## config.mk

```make
export PLATFORM = sky130hd
export DESIGN_NAME = scaled_rotated_pixel_blit_flat
export DESIGN_NICKNAME = d
export VERILOG_FILES = /design/src/hw/rtl/srpb_pkg.sv /design/src/hw/rtl/srpb_if.sv /design/src/hw/rtl/srpb_front.sv /design/src/hw/rtl/srpb_queue.sv /design/src/hw/rtl/srpb_back.sv /design/src/hw/rtl/scaled_rotated_pixel_blit.sv /design/src/flat_wrapper.sv
export SDC_FILE = /design/constraint.sdc
export NUM_CORES = 1
export LEC_CHECK = 0
export CAP_MARGIN = 20
export CORE_MARGIN = 4
export CORE_UTILIZATION = 60
export DETAILED_ROUTE_END_ITERATION = 16
export DONT_BUFFER_PORTS = 1
export PLACE_DENSITY = 0.76
export REMOVE_ABC_BUFFERS = 1
export SYNTH_ARGS = -nofsm -noshare
export SYNTH_HDL_FRONTEND = slang
export SYNTH_SLANG_ARGS = --single-unit
```

## constraint.sdc

```tcl
create_clock -name clk -period 15.25 [get_ports clk]
set_input_delay 1.525 -clock clk [delete_from_list [all_inputs] [get_ports clk]]
set_output_delay 1.525 -clock clk [all_outputs]
set_load 0.03 [all_outputs]
```

## src/hw/rtl/srpb_pkg.sv

```systemverilog
`timescale 1ns / 1ps
package srpb_pkg;

  // signed screen coordinate, wide enough for any centring offset and scaled position
  localparam int COORD_W = 14;
  localparam int SCALE_W = 4;
  localparam int WIDTH_W = 9;
  localparam int HEIGHT_W = 8;
  localparam int COLOR_W = 24;
  localparam int OFFSET_W = 19;
  localparam int BYTES_PER_PIXEL = 3;
  localparam int QUEUE_DEPTH = 2;
  localparam int QPTR_W = $clog2(QUEUE_DEPTH);
  localparam int QCNT_W = $clog2(QUEUE_DEPTH + 1);

  localparam int PADDR_W = 4;
  localparam logic [1:0] REG_RENDER_WIDTH = 2'd0;
  localparam logic [1:0] REG_RENDER_HEIGHT = 2'd1;
  localparam logic [1:0] REG_SCALE_FACTOR = 2'd2;

  localparam logic [WIDTH_W-1:0] RENDER_WIDTH_RST = 9'd200;
  localparam logic [HEIGHT_W-1:0] RENDER_HEIGHT_RST = 8'd120;
  localparam logic [SCALE_W-1:0] SCALE_FACTOR_RST = 4'd2;

  typedef logic signed [COORD_W-1:0] coord_t;

  typedef struct packed {
    logic [WIDTH_W-1:0] render_width;
    logic [HEIGHT_W-1:0] render_height;
    logic [SCALE_W-1:0] scale_factor;
  } cfg_t;

  typedef struct packed {
    logic [COLOR_W-1:0] color;
    coord_t sx0;
    coord_t sy0;
    logic [SCALE_W-1:0] scale;
  } q_entry_t;

  typedef struct packed {
    logic valid;
    q_entry_t entry;
  } q_slot_t;

endpackage

```

## src/hw/rtl/srpb_if.sv

```systemverilog
`timescale 1ns / 1ps
interface srpb_px_if;
  logic valid;
  logic ready;
  logic [23:0] pixel_color;

  modport source(output valid, output pixel_color, input ready);
  modport sink(input valid, input pixel_color, output ready);
endinterface

interface srpb_rep_if;
  logic valid;
  logic ready;
  logic [18:0] byte_offset;
  logic [7:0] blue_byte;
  logic [7:0] green_byte;
  logic [7:0] red_byte;
  logic in_bounds;
  logic last_replica;

  modport source(
    output valid, output byte_offset, output blue_byte, output green_byte,
    output red_byte, output in_bounds, output last_replica, input ready
  );
  modport sink(
    input valid, input byte_offset, input blue_byte, input green_byte,
    input red_byte, input in_bounds, input last_replica, output ready
  );
endinterface

```

## src/hw/rtl/srpb_front.sv

```systemverilog
`timescale 1ns / 1ps
module srpb_front
  import srpb_pkg::*;
#(
  parameter int MAX_SCALE = 8,
  parameter int SCREEN_WIDTH = 400,
  parameter int SCREEN_HEIGHT = 240
) (
  input  logic          clk,
  input  logic          rst_n,
  input  cfg_t          cfg,
  srpb_px_if.sink       in_px,
  output q_slot_t       push,
  input  logic          push_ready
);

  logic [WIDTH_W-1:0] col_r, col_nxt;
  logic [HEIGHT_W-1:0] row_r, row_nxt;
  logic [SCALE_W-1:0] s_eff;
  logic [WIDTH_W-1:0] w_eff;
  logic [HEIGHT_W-1:0] h_eff;
  logic [WIDTH_W+SCALE_W-1:0] ws, cs;
  logic [HEIGHT_W+SCALE_W-1:0] hs, rs;
  coord_t left, top;
  logic accept;

  always_comb begin
    if (cfg.scale_factor == '0) begin
      s_eff = SCALE_W'(1);
    end else if (cfg.scale_factor > SCALE_W'(MAX_SCALE)) begin
      s_eff = SCALE_W'(MAX_SCALE);
    end else begin
      s_eff = cfg.scale_factor;
    end
    w_eff = (cfg.render_width == '0) ? WIDTH_W'(1) : cfg.render_width;
    h_eff = (cfg.render_height == '0) ? HEIGHT_W'(1) : cfg.render_height;
  end

  // centring offsets, floor halving of a signed difference
  assign ws = w_eff * s_eff;
  assign hs = h_eff * s_eff;
  assign cs = col_r * s_eff;
  assign rs = row_r * s_eff;
  assign left = (coord_t'(SCREEN_WIDTH) - coord_t'(ws)) >>> 1;
  assign top = (coord_t'(SCREEN_HEIGHT) - coord_t'(hs)) >>> 1;

  assign accept = in_px.valid && push_ready;
  assign in_px.ready = push_ready;

  always_comb begin
    push.valid = in_px.valid;
    push.entry.color = in_px.pixel_color;
    push.entry.sx0 = left + coord_t'(cs);
    push.entry.sy0 = top + coord_t'(rs);
    push.entry.scale = s_eff;
  end

  // raster counters, wrap when the next position reaches the size
  always_comb begin
    col_nxt = col_r;
    row_nxt = row_r;
    if (accept) begin
      if ({1'b0, col_r} + 10'd1 >= {1'b0, w_eff}) begin
        col_nxt = '0;
        if ({1'b0, row_r} + 9'd1 >= {1'b0, h_eff}) begin
          row_nxt = '0;
        end else begin
          row_nxt = row_r + HEIGHT_W'(1);
        end
      end else begin
        col_nxt = col_r + WIDTH_W'(1);
      end
    end
  end

  always_ff @(posedge clk) begin
    if (!rst_n) begin
      col_r <= '0;
      row_r <= '0;
    end else begin
      col_r <= col_nxt;
      row_r <= row_nxt;
    end
  end

endmodule

```

## src/hw/rtl/srpb_queue.sv

```systemverilog
`timescale 1ns / 1ps
module srpb_queue
  import srpb_pkg::*;
(
  input  logic    clk,
  input  logic    rst_n,
  input  q_slot_t push,
  output logic    push_ready,
  output q_slot_t head,
  input  logic    pop
);

  q_entry_t mem_r [QUEUE_DEPTH];
  logic [QPTR_W-1:0] wr_r, wr_nxt, rd_r, rd_nxt;
  logic [QCNT_W-1:0] cnt_r, cnt_nxt;
  logic do_push, do_pop;

  assign push_ready = (cnt_r != QCNT_W'(QUEUE_DEPTH));
  assign do_push = push.valid && push_ready;
  assign do_pop = pop && (cnt_r != '0);
  assign head.valid = (cnt_r != '0);
  assign head.entry = mem_r[rd_r];

  always_comb begin
    wr_nxt = wr_r;
    rd_nxt = rd_r;
    cnt_nxt = cnt_r;
    if (do_push) begin
      wr_nxt = (wr_r == QPTR_W'(QUEUE_DEPTH - 1)) ? '0 : wr_r + QPTR_W'(1);
    end
    if (do_pop) begin
      rd_nxt = (rd_r == QPTR_W'(QUEUE_DEPTH - 1)) ? '0 : rd_r + QPTR_W'(1);
    end
    if (do_push && !do_pop) begin
      cnt_nxt = cnt_r + QCNT_W'(1);
    end else if (do_pop && !do_push) begin
      cnt_nxt = cnt_r - QCNT_W'(1);
    end
  end

  always_ff @(posedge clk) begin
    if (do_push) begin
      mem_r[wr_r] <= push.entry;
    end
  end

  always_ff @(posedge clk) begin
    if (!rst_n) begin
      wr_r <= '0;
      rd_r <= '0;
      cnt_r <= '0;
    end else begin
      wr_r <= wr_nxt;
      rd_r <= rd_nxt;
      cnt_r <= cnt_nxt;
    end
  end

endmodule

```

## src/hw/rtl/srpb_back.sv

```systemverilog
`timescale 1ns / 1ps
module srpb_back
  import srpb_pkg::*;
#(
  parameter int SCREEN_WIDTH = 400,
  parameter int SCREEN_HEIGHT = 240
) (
  input  logic        clk,
  input  logic        rst_n,
  input  q_slot_t     head,
  output logic        pop,
  srpb_rep_if.source  out_rep
);

  localparam int COLUMN_BYTES = BYTES_PER_PIXEL * SCREEN_HEIGHT;

  logic busy_r, busy_nxt;
  q_entry_t cur_r;
  logic [SCALE_W-1:0] xs_r, xs_nxt, ys_r, ys_nxt;
  logic out_free, emit, last, load;
  coord_t sx, sy;
  logic on_screen;
  logic [31:0] off_full;

  logic out_valid_r;
  logic [OFFSET_W-1:0] off_r;
  logic [7:0] blue_r, green_r, red_r;
  logic inb_r, last_r;

  assign out_free = !out_valid_r || out_rep.ready;
  assign emit = busy_r && out_free;
  assign last = (xs_r == cur_r.scale - SCALE_W'(1)) && (ys_r == cur_r.scale - SCALE_W'(1));
  assign load = head.valid && (!busy_r || (emit && last));
  assign pop = load;

  assign sx = cur_r.sx0 + coord_t'(xs_r);
  assign sy = cur_r.sy0 + coord_t'(ys_r);
  assign on_screen = (sx >= 0) && (sx < coord_t'(SCREEN_WIDTH)) &&
                     (sy >= 0) && (sy < coord_t'(SCREEN_HEIGHT));
  // column-major with y flipped
  assign off_full = 32'(sx[COORD_W-2:0]) * 32'(COLUMN_BYTES) +
                    (32'(SCREEN_HEIGHT - 1) - 32'(sy[COORD_W-2:0])) *
                    32'(BYTES_PER_PIXEL);

  always_comb begin
    busy_nxt = busy_r;
    xs_nxt = xs_r;
    ys_nxt = ys_r;
    if (emit) begin
      if (xs_r == cur_r.scale - SCALE_W'(1)) begin
        xs_nxt = '0;
        ys_nxt = ys_r + SCALE_W'(1);
      end else begin
        xs_nxt = xs_r + SCALE_W'(1);
      end
      if (last) begin
        busy_nxt = 1'b0;
      end
    end
    if (load) begin
      busy_nxt = 1'b1;
      xs_nxt = '0;
      ys_nxt = '0;
    end
  end

  always_ff @(posedge clk) begin
    if (load) begin
      cur_r <= head.entry;
    end
    if (emit) begin
      off_r <= on_screen ? off_full[OFFSET_W-1:0] : '0;
      blue_r <= cur_r.color[23:16];
      green_r <= cur_r.color[15:8];
      red_r <= cur_r.color[7:0];
      inb_r <= on_screen;
      last_r <= last;
    end
  end

  always_ff @(posedge clk) begin
    if (!rst_n) begin
      busy_r <= 1'b0;
      xs_r <= '0;
      ys_r <= '0;
      out_valid_r <= 1'b0;
    end else begin
      busy_r <= busy_nxt;
      xs_r <= xs_nxt;
      ys_r <= ys_nxt;
      if (emit) begin
        out_valid_r <= 1'b1;
      end else if (out_rep.ready) begin
        out_valid_r <= 1'b0;
      end
    end
  end

  assign out_rep.valid = out_valid_r;
  assign out_rep.byte_offset = off_r;
  assign out_rep.blue_byte = blue_r;
  assign out_rep.green_byte = green_r;
  assign out_rep.red_byte = red_r;
  assign out_rep.in_bounds = inb_r;
  assign out_rep.last_replica = last_r;

endmodule

```

## src/hw/rtl/scaled_rotated_pixel_blit.sv

```systemverilog
`timescale 1ns / 1ps
// Nearest-neighbor upscaling blit onto a rotated 400x240-style framebuffer. Source pixels
// arrive in raster order as packed words (red 7:0, green 15:8, blue 23:16); each one is
// replicated scale x scale times, centred on the screen, and every replica leaves as one
// item carrying the byte offset of its blue byte (column-major, y flipped, 3 bytes per
// pixel), the color bytes, an in-bounds flag (offset forced to 0 when off screen) and a
// last-replica flag. Replica order is row-major within the block (x inner). The back-end
// replica counter gives one replica per cycle unless the output stalls; a 2-deep queue
// lets the front take the next pixel while the current one is still being replicated.
// Source column/row counters wrap at the end of each line and frame. The registers
// (width at 0x0, height at 0x4, scale at 0x8) must be written over APB only while idle;
// the block does not check it. A scale or size of 0 acts as 1, above MAX_SCALE saturates.
module scaled_rotated_pixel_blit
  import srpb_pkg::*;
#(
  parameter int MAX_SCALE = 8,
  parameter int SCREEN_WIDTH = 400,
  parameter int SCREEN_HEIGHT = 240
) (
  input  logic               clk,
  input  logic               rst_n,
  srpb_px_if.sink            in_px,
  srpb_rep_if.source         out_rep,
  input  logic               psel,
  input  logic               penable,
  input  logic               pwrite,
  input  logic [PADDR_W-1:0] paddr,
  input  logic [31:0]        pwdata,
  output logic [31:0]        prdata,
  output logic               pready
);

  cfg_t cfg_r;
  q_slot_t push, head;
  logic push_ready, pop;
  logic cfg_wr;

  // register file, write on the apb access phase
  assign pready = 1'b1;
  assign cfg_wr = psel && penable && pwrite;

  always_ff @(posedge clk) begin
    if (!rst_n) begin
      cfg_r.render_width <= RENDER_WIDTH_RST;
      cfg_r.render_height <= RENDER_HEIGHT_RST;
      cfg_r.scale_factor <= SCALE_FACTOR_RST;
    end else if (cfg_wr) begin
      case (paddr[3:2])
        REG_RENDER_WIDTH: cfg_r.render_width <= pwdata[WIDTH_W-1:0];
        REG_RENDER_HEIGHT: cfg_r.render_height <= pwdata[HEIGHT_W-1:0];
        REG_SCALE_FACTOR: cfg_r.scale_factor <= pwdata[SCALE_W-1:0];
        default: ;
      endcase
    end
  end

  // readback
  always_comb begin
    case (paddr[3:2])
      REG_RENDER_WIDTH: prdata = 32'(cfg_r.render_width);
      REG_RENDER_HEIGHT: prdata = 32'(cfg_r.render_height);
      REG_SCALE_FACTOR: prdata = 32'(cfg_r.scale_factor);
      default: prdata = '0;
    endcase
  end

  // front: takes pixels, works out the replica block origin, advances the raster counters
  srpb_front #(
    .MAX_SCALE(MAX_SCALE),
    .SCREEN_WIDTH(SCREEN_WIDTH),
    .SCREEN_HEIGHT(SCREEN_HEIGHT)
  ) u_front (
    .clk(clk),
    .rst_n(rst_n),
    .cfg(cfg_r),
    .in_px(in_px),
    .push(push),
    .push_ready(push_ready)
  );

  // decoupling queue between front and back
  srpb_queue u_queue (
    .clk(clk),
    .rst_n(rst_n),
    .push(push),
    .push_ready(push_ready),
    .head(head),
    .pop(pop)
  );

  // back: walks the scale x scale replicas and drives the registered result
  srpb_back #(
    .SCREEN_WIDTH(SCREEN_WIDTH),
    .SCREEN_HEIGHT(SCREEN_HEIGHT)
  ) u_back (
    .clk(clk),
    .rst_n(rst_n),
    .head(head),
    .pop(pop),
    .out_rep(out_rep)
  );

endmodule
```

## src/flat_wrapper.sv

```systemverilog
// flat-port wrapper written by rule: the top's interface ports become plain ports
module scaled_rotated_pixel_blit_flat import srpb_pkg::*;
#(
  parameter int MAX_SCALE = 8,
  parameter int SCREEN_WIDTH = 400,
  parameter int SCREEN_HEIGHT = 240
)
  (clk, rst_n, psel, penable, pwrite, paddr, pwdata, prdata, pready, in_px_valid, in_px_pixel_color, in_px_ready, out_rep_valid, out_rep_byte_offset, out_rep_blue_byte, out_rep_green_byte, out_rep_red_byte, out_rep_in_bounds, out_rep_last_replica, out_rep_ready);
  srpb_px_if in_px_i ();
  srpb_rep_if out_rep_i ();
  input  logic clk;
  input  logic rst_n;
  input  logic psel;
  input  logic penable;
  input  logic pwrite;
  input  logic [PADDR_W-1:0] paddr;
  input  logic [31:0] pwdata;
  output logic [31:0] prdata;
  output logic pready;
  input wire logic [$bits(in_px_i.valid)-1:0] in_px_valid;
  input wire logic [$bits(in_px_i.pixel_color)-1:0] in_px_pixel_color;
  output wire logic [$bits(in_px_i.ready)-1:0] in_px_ready;
  output wire logic [$bits(out_rep_i.valid)-1:0] out_rep_valid;
  output wire logic [$bits(out_rep_i.byte_offset)-1:0] out_rep_byte_offset;
  output wire logic [$bits(out_rep_i.blue_byte)-1:0] out_rep_blue_byte;
  output wire logic [$bits(out_rep_i.green_byte)-1:0] out_rep_green_byte;
  output wire logic [$bits(out_rep_i.red_byte)-1:0] out_rep_red_byte;
  output wire logic [$bits(out_rep_i.in_bounds)-1:0] out_rep_in_bounds;
  output wire logic [$bits(out_rep_i.last_replica)-1:0] out_rep_last_replica;
  input wire logic [$bits(out_rep_i.ready)-1:0] out_rep_ready;
  assign in_px_i.valid = in_px_valid;
  assign in_px_i.pixel_color = in_px_pixel_color;
  assign in_px_ready = in_px_i.ready;
  assign out_rep_valid = out_rep_i.valid;
  assign out_rep_byte_offset = out_rep_i.byte_offset;
  assign out_rep_blue_byte = out_rep_i.blue_byte;
  assign out_rep_green_byte = out_rep_i.green_byte;
  assign out_rep_red_byte = out_rep_i.red_byte;
  assign out_rep_in_bounds = out_rep_i.in_bounds;
  assign out_rep_last_replica = out_rep_i.last_replica;
  assign out_rep_i.ready = out_rep_ready;
  scaled_rotated_pixel_blit #(.MAX_SCALE(MAX_SCALE), .SCREEN_WIDTH(SCREEN_WIDTH), .SCREEN_HEIGHT(SCREEN_HEIGHT)) u_core (.clk(clk), .rst_n(rst_n), .in_px(in_px_i), .out_rep(out_rep_i), .psel(psel), .penable(penable), .pwrite(pwrite), .paddr(paddr), .pwdata(pwdata), .prdata(prdata), .pready(pready));
endmodule
```

==> results.md <==
* RSZ-0062 raised after global routing: false
* CTS root buf: clkbuf_16
* TritonCTS clock tree: yes
* Initial antenna violation count at 0
* Crit path max fanout at 5
* CTS buffer count at 28
* Worst setup path class: flop to flop
* GR Overflow Total at 0
* CTS Sinks at around 270
* Worst Setup End Kind: flop
* Fmax at roughly 0.14 GHz
* Vias per cell at approximately 5.5
* Initial Utilization at roughly 61%
* Share of layout cells above drive strength 1 at between 7 and 8%
* Average wire per standard cell at ~15 um
* CTS resizes at 0
* Slew @ Worst Pin at 1.02 ns
* Fin worst setup slack at slightly above 8 ns
* DP Worst Slack at 8.04 ns
* I/O pin cnt at roughly 150
* Final period utilization at 47.1%
* Rows at between 60 and 70
* Pins Over Slew Limit at 0
* Post-DRT Antenna Nets at 0
* Post-Route WL at ~34000 um
* Cell repeated most along the worst path: inv_1
* Seq/Total Area, Yosys at between 30% and 40%
* Detailed-route via count at about 12000
* FF-to-FF path depth at 32
* Slew HR at 31.3%
* Largest net degree at the start of global routing at 57
* # H-tree levels at 1
* Status: complete, no violations
* Reg2Reg Capture Point: u_core.u_back.out_rep.byte_offset[18]
* Initial DRT Pass Iterations at 5
* Syn Std Cell Area at around 19000 um2
* Worst-Skew Late Latency at 0.57 ns
* Final min period at 7.18 ns
* Initial DRC Count at around 560
* Overall die width at roughly 190 um
* CP Data Arrival Time at roughly 7.5 ns
* Cell Area, Placed at between 15000 and 20000 um2
* Final hold vios at 0
* YS warnings at 0
* EDFF count, synth at 213
* Port Buffers at 0
* Crit-path max cell delay at 0.54 ns
* Maxcap violations at 0
* Vias in the first global route at roughly 12000
* # Post-CTS Setup Buffers at 0
* Die area at about 35000 um2
* WHS Path Cells at 0
* Worst Hold Launch: u_core.u_back.cur_r[37]
* Routability cong. at between 0.8 and 0.9
* Post-synth top flop: edfxtp_1
* HPWL after DPL at approximately 25000 um
* Syn Area/Cell at 10.6 um2
* Synth Register Bits at approximately 270
* Slowest CP cell: fa_1
* Worst EP required at 15.54 ns
* CP Launch Type: flop
* Die Span Y at 187 um
* CTS Hold Bufs at 0
* Design area at slightly above 20000 um2
* Hold Crit Endpoint: u_core.u_back.out_rep.red_byte[5]
* Syn Inst Count at ~1800
* Async set-reset flop share out of synthesis at 0%
* Sum Neg Setup Slack at 0 ns
* Final setup fails at 0
* Clock slew at reported path FFs at about 0.06 ns
* First-pass GRT wire length at approximately 58000 um
* Diode count at 0
* Core area at 31600 um2
* Nets at 2161
* Post-synth cell types at about 70
* Area Growth Syn to Fin at 6.24%
* Clk_skew at 0.0215 ns
* Total track usage at 19.4%
* Crit Reg-Reg Startpoint: u_core.u_back.xs_r[0]
* CTS max path bufs at 3
* FF-to-FF setup slack at about 8.1 ns
* # DRC at 0
* Hold Path Class: flop to flop
-- worst max-delay path by stage --
stage | startpoint | endpoint | depth (start not counted)
2_1_floorplan | u_core.u_back.xs_r[0] | u_core.u_back.out_rep.byte_offset[18] | 32
3_3_place_gp | u_core.u_back.xs_r[0] | u_core.u_back.out_rep.byte_offset[18] | 32
3_5_place_dp | u_core.u_back.xs_r[0] | u_core.u_back.out_rep.byte_offset[18] | 32
4_1_cts | u_core.u_back.xs_r[0] | u_core.u_back.out_rep.byte_offset[18] | 32
5_1_grt | u_core.u_back.xs_r[0] | u_core.u_back.out_rep.byte_offset[18] | 32
6_report | u_core.u_back.xs_r[0] | u_core.u_back.out_rep.byte_offset[18] | 32
-- layout by cell type (no fill, tap or decap), drive strengths merged, types with 16 or more instances in the layout --
master  netlist  layout
nor2b        30      30
nor3         34      34
a21boi       26      26
nand3        30      30
inv         238     242
clkbuf       49      31
xnor2        81      81
edfxtp      213     213
a21oi        70      70
o21ai        51      51
a21o         24      24
fa           85      85
ha          220     220
xor2         67      67
and2         75      75
dfxtp        52      52
nand2       141     141
conb          2      24
mux2         56      56
mux2i        16      16
nor2         88      88
-- flip-flops by register name, summed over array words and instances, names as in the netlist, 8 cells and up --
signal,flops
u_core.u_back.out_rep.red_byte,8
u_core.u_front.col_r,9
u_core.u_back.out_rep.byte_offset,19
u_core.u_back.out_rep.green_byte,8
u_core.u_queue.mem_r,112
u_core.u_back.out_rep.blue_byte,8
u_core.cfg_r,21
u_core.u_front.row_r,8
u_core.u_back.cur_r,56
-- kinds of logic (layout without fill, tap and decap cells) --
logic type / count (synthesis) / count (layout) / share of synthesized area [%]
flops: 265 / 265 / 38.8
buf+inv: 320 / 302 / 6.82
compound gates: 237 / 237 / 8.04
simple gates: 457 / 457 / 12.0
mux: 72 / 72 / 4.13
xor+xnor: 149 / 149 / 6.96
fa+ha+maj: 305 / 305 / 23.2
other cells: 2 / 24 / 0.0392
-- metal layers --
layer | track usage (%) | vias up | wire (um)
met3 | 3.39 | 47 | 1360
met2 | 34.7 | 192 | 16900
met5 | 0 | - | 0
li1 | - | 6030 | -
met4 | 4.15 | 0 | 642
met1 | 24.8 | 5838 | 14800
-- synthesized netlist by cell type (all sizes together), types with 13 or more instances --
cell type	number	area share (%)
fa	85	8.9
and2	75	2.4
nor3	34	0.91
a21o	24	0.94
a21oi	70	1.9
clkbuf	49	0.98
mux2i	16	0.84
o21ai	51	1.4
a21boi	26	1.0
ha	220	14
dfxtp	52	5.4
mux2	56	3.3
o21bai	15	0.59
nor2	88	1.7
nand2	141	2.8
nor2b	30	0.98
and3	13	0.42
xor2	67	3.1
xnor2	81	3.7
inv	238	4.7
nand3	30	0.90
edfxtp	213	33
buf	33	1.2
-- area by class of cell --
| type | count | area, um2 |
|---|---|---|
| inverter | 238 | 893 |
| multi-input combinational | 1244 | 10500 |
| sequential | 265 | 7440 |
| tap | 402 | 503 |
| fill | 2424 | 11200 |
| clock buffer | 31 | 712 |
| clock inverter | 21 | 200 |
| timing repair buffer | 12 | 87.6 |
-- critical path, delay by kind of cell, from the launching register on --
kind / cells / cell delay (ns)
and+or+nand+nor: 3 / 0.34
AOI/OAI and AO/OA: 7 / 1.17
buffers and inverters: 6 / 0.43
xor gates and xnor gates: 8 / 1.75
DFF: 1 / 0.43
adders and majority gates: 8 / 2.77
-- through the flow --
step           std cells  hold WS [ns]  utilization (%)
2_1_floorplan       1747         0.400                -
3_3_place_gp        2160         0.401             61.6
3_5_place_dp        2161         0.405             61.6
4_1_cts             2213         0.419             64.5
5_1_grt             2213         0.421             64.5
6_report            2213         0.418             64.5
Power is not shown: default switching activity piles up to over one toggle a cycle in this logic, so the estimate is an artifact.
